**config.mk**
```make
export PLATFORM = sky130hd
export DESIGN_NAME = ps2_scancode_to_char
export DESIGN_NICKNAME = d
export VERILOG_FILES = /design/src/hw/rtl/ps2sc_pkg.sv /design/src/hw/rtl/ps2sc_ram.sv /design/src/hw/rtl/ps2_scancode_to_char.sv
export VERILOG_INCLUDE_DIRS = /design/src /design/src/hw/rtl
export SDC_FILE = /design/constraint.sdc
export NUM_CORES = 2
export LEC_CHECK = 0
export BUFFER_PORTS_ARGS = -buffer_cell sky130_fd_sc_hd__buf_2
export CAP_MARGIN = 0
export CELL_PAD_IN_SITES_DETAIL_PLACEMENT = 1
export CELL_PAD_IN_SITES_GLOBAL_PLACEMENT = 2
export CORE_MARGIN = 5
export CORE_UTILIZATION = 40
export CTS_CLUSTER_SIZE = 10
export DETAILED_ROUTE_END_ITERATION = 10
export PLACE_DENSITY_LB_ADDON = 0.1
export SLEW_MARGIN = 15
export SYNTH_ARGS = -nofsm -noshare
export SYNTH_HDL_FRONTEND = slang
export SYNTH_HIERARCHICAL = 1
export SYNTH_SLANG_ARGS = --single-unit
```
**constraint.sdc**
```tcl
create_clock -name clk -period 5.3 [get_ports clk]
set_clock_uncertainty 0.2 [all_clocks]
set_input_delay 0.265 -clock clk [delete_from_list [all_inputs] [get_ports clk]]
set_output_delay 0.265 -clock clk [all_outputs]
set_load 0.005 [all_outputs]
```
**src/hw/rtl/ps2_scancode_to_char_assert.svh**
```systemverilog
// assertion macros for the scancode translator
`ifndef PS2_SCANCODE_TO_CHAR_ASSERT_SVH
`define PS2_SCANCODE_TO_CHAR_ASSERT_SVH

// same-cycle implication, checked out of reset
`define PS2SC_ASSERT_NOW(label, ante, cons, msg) \
  label: assert property (@(posedge clk) disable iff (!rst_n) (ante) |-> (cons)) \
    else $error(msg);

// next-cycle implication, checked out of reset
`define PS2SC_ASSERT_NEXT(label, ante, cons, msg) \
  label: assert property (@(posedge clk) disable iff (!rst_n) (ante) |=> (cons)) \
    else $error(msg);

`endif

```
**src/hw/rtl/ps2sc_pkg.sv**
```systemverilog
`default_nettype none
package ps2sc_pkg;

  localparam int EXT_DEPTH  = 64;
  localparam int CASE_DEPTH = 128;

  // one shared table memory: extended, control, shifted, unshifted
  localparam int EXT_BASE   = 0;
  localparam int CTRL_BASE  = EXT_DEPTH;
  localparam int SHIFT_BASE = 2 * EXT_DEPTH;
  localparam int UNSH_BASE  = 2 * EXT_DEPTH + CASE_DEPTH;
  localparam int TBL_DEPTH  = 2 * (EXT_DEPTH + CASE_DEPTH);
  localparam int TBL_AW     = $clog2(TBL_DEPTH);

  localparam int IN_TDATA_W  = 32;
  localparam int OUT_TDATA_W = 24;

  localparam logic [7:0] CODE_BREAK  = 8'hF0;
  localparam logic [7:0] CODE_EXT    = 8'hE0;
  localparam logic [7:0] CODE_CTRL   = 8'h14;
  localparam logic [7:0] CODE_RSHIFT = 8'h59;
  localparam logic [7:0] CODE_NUM    = 8'h77;
  localparam logic [7:0] CODE_CAPS   = 8'h58;
  localparam logic [7:0] CODE_SCROLL = 8'h7E;
  localparam logic [7:0] CODE_ALT    = 8'h11;
  localparam logic [7:0] CODE_DEL    = 8'h71;

  localparam logic [1:0] TBL_EXT   = 2'd0;
  localparam logic [1:0] TBL_CTRL  = 2'd1;
  localparam logic [1:0] TBL_SHIFT = 2'd2;
  localparam logic [1:0] TBL_UNSH  = 2'd3;

  // key flag bit positions
  localparam int FLAG_SHIFT  = 0;
  localparam int FLAG_ALT    = 1;
  localparam int FLAG_CTRL   = 2;
  localparam int FLAG_NUM    = 4;
  localparam int FLAG_CAPS   = 5;
  localparam int FLAG_SCROLL = 6;
  localparam int FLAG_EXT    = 7;

  // led bit positions
  localparam int LED_SCROLL = 0;
  localparam int LED_NUM    = 1;
  localparam int LED_CAPS   = 2;

  typedef logic [TBL_AW-1:0] tbl_addr_t;

  typedef struct packed {
    logic       char_valid;
    logic       lookup;
    logic       led_changed;
    logic [2:0] led_bits;
    logic       reset_request;
    logic [7:0] modifier_bits;
  } ps2sc_res_t;

endpackage
`default_nettype wire

```
**src/hw/rtl/ps2sc_ram.sv**
```systemverilog
`default_nettype none
module ps2sc_ram #(
  parameter int WIDTH = 8,
  parameter int DEPTH = 384,
  localparam int AW = (DEPTH > 1) ? $clog2(DEPTH) : 1
) (
  input  wire logic             clk,
  input  wire logic             wr_en,
  input  wire logic [AW-1:0]    wr_addr,
  input  wire logic [WIDTH-1:0] wr_data,
  input  wire logic             rd_en,
  input  wire logic [AW-1:0]    rd_addr,
  output logic      [WIDTH-1:0] rd_data
);

  logic [WIDTH-1:0] mem [DEPTH];

  always_ff @(posedge clk) begin
    if (wr_en) begin
      mem[wr_addr] <= wr_data;
    end
    if (rd_en) begin
      rd_data <= mem[rd_addr];
    end
  end

endmodule
`default_nettype wire

```
**src/hw/rtl/ps2_scancode_to_char.sv**
```systemverilog
// channel | dir | tuser     | tdata (lowest bit up)
// in_     | in  | func      | scancode, table_id, entry_index, entry_value
// out_    | out | -         | char_valid, char_code, led_changed, led_bits,
//         |     |           | reset_request, modifier_bits
//
// one beat accepted per cycle unless the output stalls; a result passes through the
// table memory's registered read and stage-one register, then the output register
// key state updates at acceptance, so the next beat sees it at once
// rst_n is synchronous; table contents are not cleared and must be loaded first
// a stalled output holds its beat; in_tready drops only when both stages are full
`default_nettype none
module ps2_scancode_to_char (
  input  wire logic                             clk,
  input  wire logic                             rst_n,
  input  wire logic                             in_tvalid,
  output logic                                  in_tready,
  // scancode[7:0], table_id[9:8], entry_index[16:10], entry_value[24:17]
  input  wire logic [ps2sc_pkg::IN_TDATA_W-1:0] in_tdata,
  // func[0]
  input  wire logic                             in_tuser,
  output logic                                  out_tvalid,
  input  wire logic                             out_tready,
  // char_valid[0], char_code[8:1], led_changed[9], led_bits[12:10],
  // reset_request[13], modifier_bits[21:14]
  output logic [ps2sc_pkg::OUT_TDATA_W-1:0]     out_tdata
);
  import ps2sc_pkg::*;

  logic       func;
  logic [7:0] sc;
  logic [1:0] tid;
  logic [6:0] idx;
  logic [7:0] val;

  logic       brk_r, brk_nxt;
  logic [7:0] flags_r, flags_nxt;
  logic [2:0] led_r, led_nxt;

  logic       s1_vld_r;
  ps2sc_res_t s1_r, s1_nxt;
  logic       out_vld_r;
  logic [OUT_TDATA_W-1:0] out_r;

  logic       in_fire, s1_adv;
  logic       wr_ok, wr_en, rd_en;
  tbl_addr_t  wr_addr, rd_addr;
  logic [7:0] rd_data;
  logic [7:0] char_code;

  assign func = in_tuser;
  assign sc   = in_tdata[7:0];
  assign tid  = in_tdata[9:8];
  assign idx  = in_tdata[16:10];
  assign val  = in_tdata[24:17];

  assign s1_adv    = s1_vld_r && (!out_vld_r || out_tready);
  assign in_tready = !s1_vld_r || s1_adv;
  assign in_fire   = in_tvalid && in_tready;

  always_comb begin
    brk_nxt   = brk_r;
    flags_nxt = flags_r;
    led_nxt   = led_r;
    s1_nxt    = '0;
    wr_ok     = 1'b0;
    wr_addr   = '0;
    rd_addr   = '0;
    if (func) begin
      unique case (tid)
        TBL_EXT: begin
          wr_ok   = {2'b0, idx} < 9'(EXT_DEPTH);
          wr_addr = TBL_AW'(EXT_BASE) + TBL_AW'(idx);
        end
        TBL_CTRL: begin
          wr_ok   = {2'b0, idx} < 9'(EXT_DEPTH);
          wr_addr = TBL_AW'(CTRL_BASE) + TBL_AW'(idx);
        end
        TBL_SHIFT: begin
          wr_ok   = {2'b0, idx} < 9'(CASE_DEPTH);
          wr_addr = TBL_AW'(SHIFT_BASE) + TBL_AW'(idx);
        end
        default: begin
          wr_ok   = {2'b0, idx} < 9'(CASE_DEPTH);
          wr_addr = TBL_AW'(UNSH_BASE) + TBL_AW'(idx);
        end
      endcase
    end else begin
      unique case (sc)
        CODE_BREAK: brk_nxt = 1'b1;
        CODE_EXT: flags_nxt[FLAG_EXT] = 1'b1;
        CODE_CTRL: begin
          flags_nxt[FLAG_CTRL] = !brk_r;
          brk_nxt = 1'b0;
        end
        CODE_RSHIFT: begin
          flags_nxt[FLAG_SHIFT] = !brk_r;
          brk_nxt = 1'b0;
        end
        CODE_ALT: begin
          flags_nxt[FLAG_ALT] = !brk_r;
          brk_nxt = 1'b0;
        end
        CODE_NUM: begin
          brk_nxt = 1'b0;
          if (!brk_r) begin
            flags_nxt[FLAG_NUM] = !flags_r[FLAG_NUM];
            led_nxt[LED_NUM]    = !led_r[LED_NUM];
            s1_nxt.led_changed  = 1'b1;
          end
        end
        CODE_CAPS: begin
          brk_nxt = 1'b0;
          if (!brk_r) begin
            flags_nxt[FLAG_CAPS] = !flags_r[FLAG_CAPS];
            led_nxt[LED_CAPS]    = !led_r[LED_CAPS];
            s1_nxt.led_changed   = 1'b1;
          end
        end
        CODE_SCROLL: begin
          brk_nxt = 1'b0;
          if (!brk_r) begin
            flags_nxt[FLAG_SCROLL] = !flags_r[FLAG_SCROLL];
            led_nxt[LED_SCROLL]    = !led_r[LED_SCROLL];
            s1_nxt.led_changed     = 1'b1;
          end
        end
        default: begin
          if (brk_r) begin
            brk_nxt = 1'b0;
          end else if (flags_r[FLAG_CTRL] && flags_r[FLAG_ALT] && sc == CODE_DEL) begin
            s1_nxt.reset_request = 1'b1;
          end else begin
            s1_nxt.char_valid = 1'b1;
            if (flags_r[FLAG_EXT]) begin
              flags_nxt[FLAG_EXT] = 1'b0;
              s1_nxt.lookup = {1'b0, sc} < 9'(EXT_DEPTH);
              rd_addr = TBL_AW'(EXT_BASE) + TBL_AW'(sc);
            end else if (flags_r[FLAG_CTRL]) begin
              s1_nxt.lookup = {1'b0, sc} < 9'(EXT_DEPTH);
              rd_addr = TBL_AW'(CTRL_BASE) + TBL_AW'(sc);
            end else if (flags_r[FLAG_SHIFT]) begin
              s1_nxt.lookup = {1'b0, sc} < 9'(CASE_DEPTH);
              rd_addr = TBL_AW'(SHIFT_BASE) + TBL_AW'(sc);
            end else begin
              s1_nxt.lookup = {1'b0, sc} < 9'(CASE_DEPTH);
              rd_addr = TBL_AW'(UNSH_BASE) + TBL_AW'(sc);
            end
          end
        end
      endcase
    end
    s1_nxt.led_bits      = led_nxt;
    s1_nxt.modifier_bits = flags_nxt;
  end

  assign wr_en = in_fire && func && wr_ok;
  assign rd_en = in_fire && s1_nxt.lookup;

  ps2sc_ram #(
    .WIDTH (8),
    .DEPTH (TBL_DEPTH)
  ) u_tbl (
    .clk     (clk),
    .wr_en   (wr_en),
    .wr_addr (wr_addr),
    .wr_data (val),
    .rd_en   (rd_en),
    .rd_addr (rd_addr),
    .rd_data (rd_data)
  );

  always_ff @(posedge clk) begin
    if (!rst_n) begin
      brk_r   <= 1'b0;
      flags_r <= '0;
      led_r   <= '0;
    end else if (in_fire) begin
      brk_r   <= brk_nxt;
      flags_r <= flags_nxt;
      led_r   <= led_nxt;
    end
  end

  always_ff @(posedge clk) begin
    if (!rst_n) begin
      s1_vld_r <= 1'b0;
    end else if (in_tready) begin
      s1_vld_r <= in_fire;
    end
  end

  always_ff @(posedge clk) begin
    if (in_fire) begin
      s1_r <= s1_nxt;
    end
  end

  assign char_code = s1_r.lookup ? rd_data : 8'h00;

  always_ff @(posedge clk) begin
    if (!rst_n) begin
      out_vld_r <= 1'b0;
    end else if (!out_vld_r || out_tready) begin
      out_vld_r <= s1_vld_r;
    end
  end

  always_ff @(posedge clk) begin
    if (s1_adv) begin
      out_r <= {2'b00, s1_r.modifier_bits, s1_r.reset_request, s1_r.led_bits,
                s1_r.led_changed, char_code, s1_r.char_valid};
    end
  end

  assign out_tvalid = out_vld_r;
  assign out_tdata  = out_r;

  `include "ps2_scancode_to_char_assert.svh"

  `PS2SC_ASSERT_NEXT(a_write_keeps_state, in_fire && in_tuser,
    $stable(flags_r) && $stable(led_r) && $stable(brk_r), "table write changed key state")
  `PS2SC_ASSERT_NEXT(a_led_toggle, in_fire && s1_nxt.led_changed,
    led_r != $past(led_r), "lock make left leds unchanged")
  `PS2SC_ASSERT_NOW(a_stall_full, !in_tready,
    s1_vld_r && out_vld_r && !out_tready, "input stalled with room in the pipe")

endmodule
`default_nettype wire
```
==> qor.csv <==
stage,metric,value,unit
status,status,finished clean,
worst_setup_path,r2r-end,u_tbl/rd_data[3],
worst_setup_path,crit_fanout,19,
route,vias,60400,
route,viasPerCell,5.75,
grt,grt_pass1_wl,503000,um
logic_synthesis,synth.distinct_cells,79,
grt,overflow,0,
timing,hold_slack,197,ps
worst_setup_path,worstSetupEndpointType,flip-flop,
timing,slew_headroom,16.6,%
logic_synthesis,synth_compound_area_share,1.95,%
power,p_total,52.6,mW
floorplanning,die_w,562,um
clocking,cts_tree,done,
floorplanning,core_area,303000,sq um
worst_setup_path,crit_arrival,5640,ps
floorplanning,start_util,40.2,%
logic_synthesis,ys.flop_type,edfxtp_1,
grt,use_met1,31.7,%
worst_setup_path,r2r_start,brk_r,
worst_setup_path,crit_slowest_cell,a31oi_1,
logic_synthesis,syn_inst,5622,
route,drt-initial-drc-count,5922,
place,io_buffers,52,
grt,grt_util_met3,2.61,%
final_layout,mostFrequentLayoutCells,"3115 x edfxtp_1, 805 x mux4_2, 580 x buf_4",
worst_hold_path,hold_class,input pin to flip-flop,
logic_synthesis,async_flop_share,0,%
timing,setup_ws,126,ps
timing,final-hold-violation-count,0,
clocking,htreeDepth,5,
clocking,cts.sinks,3128,
floorplanning,die_area,316000,sq um
timing,tns,0,ps
place,pre_cts_slack,-810,ps
grt,grt_pass1_vias,63500,
route,wire_per_inst,33.9,um
logic_synthesis,synth.mux.area_fraction,16.5,%
clocking,clockRootBuffer,clkbuf_16,
route,drc_errors,0,
worst_setup_path,critPathTopFamily,buffers and inverters,
timing,tightest_slew,1250,ps
place,hpwl,229000,um
worst_setup_path,reg2reg_slack,210,ps
logic_synthesis,synthAdderAreaFrac,0.0411,%
worst_setup_path,cp-startpoint,in_tdata[7],
logic_synthesis,yosysWarnings,6,
timing,timing.final.crit_period,5170,ps
final_layout,fin_util,46.9,%
logic_synthesis,syn_avg_cell_area,21.7,sq um
worst_setup_path,start_kind,input pin,
worst_setup_path,worstPathCellList,"dlygate4sd3_1, buf_2, inv_1, ha_1, and4bb_2, o2bb2ai_1, a211o_2, buf_4, nor2_4, buf_12, buf_12, buf_12, buf_4, mux4_2, mux4_2, a31oi_1, buf_4, a31oi_1, o32a_1, o31a_1",
logic_synthesis,synth-simple-area-share,2.86,%
timing,maxSlewViolCount,0,
logic_synthesis,synth_edf_count,3115,
clocking,path_clk_slew,60,ps
clocking,insertion_delay,910,ps
route,final_antenna_net_count,0,
worst_setup_path,cp_num_buf_inv,9,
logic_synthesis,synth_top_family_by_area,multiplexers,
power,powerDensity,370,nW/um^2
run,maxCapViolations,0,
logic_synthesis,syn-cell-area,122000,sq um
power,p_leak,44.2,nW
floorplanning,rows,202,
worst_setup_path,required,5770,ps
grt,grt_usage,22.3,%
logic_synthesis,ys_ff_latch,3128,
grt,grt_most_used_layer,met2,
final_layout,final_common_cell,edfxtp_1,
worst_setup_path,slowest_delay,560,ps
grt,antenna_found_initial,17,
power,irDropWorstVdd,0.247,mV
final_layout,drive_above_1_share,30.8,%
clocking,cts_buffers,361,
route,routed_wl,356000,um
timing,rsz0062_at_grt,false,
logic_synthesis,ys_seq_area_share,77.0,%
worst_setup_path,crit_path_end,u_tbl/rd_data[3],
final_layout,nets,6448,
worst_setup_path,reg2reg_depth,15,
place,gp_congestion,0.804,
floorplanning,die_h,562,um
timing,fmax,0.193,GHz
worst_setup_path,path_class,input pin to flip-flop,
worst_setup_path,cp_num_cells,20,
timing,final-setup-viol-count,0,
grt,grt.met2_usage,37.3,%
logic_synthesis,synth_xor_area_share,0.0719,%
grt,grt_start_max_net_pins,177,
timing,min_period_over_period,97.6,%
route,dr.pass1.iters,6,
floorplanning,io_pins,63,
final_layout,syn_to_final_growth,16.6,%
clocking,clockBufferDepth,4,
## Yosys cell counts (5+ instances only)
| master | count | area share, % |
|---|---|---|
| a2111oi_0 | 13 | 0.093 |
| a211oi_1 | 32 | 0.20 |
| a21oi_1 | 50 | 0.21 |
| a221oi_1 | 17 | 0.12 |
| a22o_1 | 12 | 0.086 |
| a22oi_1 | 44 | 0.27 |
| a31oi_1 | 17 | 0.087 |
| and2_1 | 21 | 0.11 |
| and3_1 | 8 | 0.041 |
| buf_1 | 22 | 0.068 |
| buf_2 | 85 | 0.35 |
| buf_4 | 43 | 0.27 |
| buf_6 | 32 | 0.30 |
| clkbuf_1 | 151 | 0.47 |
| dfxtp_1 | 13 | 0.21 |
| edfxtp_1 | 3115 | 77 |
| inv_1 | 16 | 0.049 |
| mux2_2 | 39 | 0.36 |
| mux2i_1 | 156 | 1.3 |
| mux4_2 | 805 | 15 |
| nand2_1 | 130 | 0.40 |
| nand2b_1 | 17 | 0.087 |
| nand3_1 | 27 | 0.11 |
| nand4_1 | 14 | 0.072 |
| nor2_1 | 446 | 1.4 |
| nor2b_1 | 38 | 0.20 |
| nor3_1 | 33 | 0.14 |
| nor3b_1 | 7 | 0.043 |
| nor4_1 | 12 | 0.062 |
| nor4bb_1 | 5 | 0.041 |
| o211ai_1 | 7 | 0.043 |
| o21ai_0 | 39 | 0.16 |
| o221ai_1 | 22 | 0.16 |
| o22ai_1 | 38 | 0.20 |
| o31ai_1 | 6 | 0.037 |
| o41ai_1 | 6 | 0.043 |
| or2_2 | 5 | 0.026 |
| or3_1 | 7 | 0.036 |
| xnor2_1 | 9 | 0.065 |
## flip-flops by register name, summed over array words and instances (netlist names)
register	flops
u_tbl/mem	3072
out_tdata	21
s1_r	14
u_tbl/rd_data	8
flags_r	7
led_r	3
brk_r	1
out_tvalid	1
s1_vld_r	1
## where the power goes
part	internal [mW]	total (mW)	switching [mW]
logic	1.29	3.33	2.04
clock network	12.5	22.0	9.49
registers	27.3	27.3	0.0181
total	41.0	52.6	11.5
## metal layers
metal	vias to the layer above	routed length (um)
met2	1566	177000
li1	25000	-
met5	-	0
met3	430	16400
met4	0	8070
met1	33400	154000
## cells by family (layout without fill, tap and decap cells)
family | Yosys count | count (layout)
compound gates | 337 | 337
xor+xnor | 10 | 10
fa+ha+maj | 4 | 4
buf+inv | 354 | 1257
flops | 3128 | 3128
mux | 1000 | 1000
other cells | 1 | 7
simple gates | 788 | 788
## what timing repair did
item                                    4_1_cts  5_1_grt
buffers inserted                              0        3
endpoints found under the hold margin       974        0
gates resized for setup                       4        3
hold buffers                                 34        0
pin swaps                                     0        1
endpoints found under the setup margin        5        4
## stage by stage
| stage | area [sq um] | instances |
|---|---|---|
| floorplan | 122000 | 5624 |
| global placement | 132000 | 9985 |
| detailed placement | 132000 | 9985 |
| CTS | 142000 | 10500 |
| global route | 142000 | 10500 |
| finish | 142000 | 10500 |
## worst reg2reg max path: stages, from the launching register on
cell     delay (ps)
dfxtp_1         380
or2_4           300
a211o_2         310
buf_4           210
nor2_4          260
buf_12          180
buf_12          220
buf_12          270
buf_4           260
mux4_2          370
mux4_2          480
a31oi_1         560
buf_4           230
a31oi_1         170
o32a_1          350
o31a_1          100
## worst min path at each step
stage	from	end	slack, ps	cells past startpoint
5_1_grt	in_tdata[17]	u_tbl/mem[210][0]	180	2
6_report	in_tdata[17]	u_tbl/mem[214][0]	200	2
4_1_cts	in_tuser	s1_r[7]	110	5
3_3_place_gp	s1_r[7]	out_tdata[21]	200	0
2_1_floorplan	in_tdata[17]	u_tbl/mem[0][0]	160	0
3_5_place_dp	s1_r[6]	out_tdata[20]	210	0
## cell type report
type | instances | area, sq um
Fill cell | 27200 | 161000
Sequential cell | 3128 | 93800
Multi-Input combinational cell | 2142 | 26400
Clock buffer | 442 | 9490
Timing Repair Buffer | 754 | 6800
Tap cell | 3978 | 4980
Clock inverter | 41 | 488
Inverter | 20 | 85.1
Antenna cell | 4 | 10.0
No activity file was read; power rests on OpenSTA's default activity.
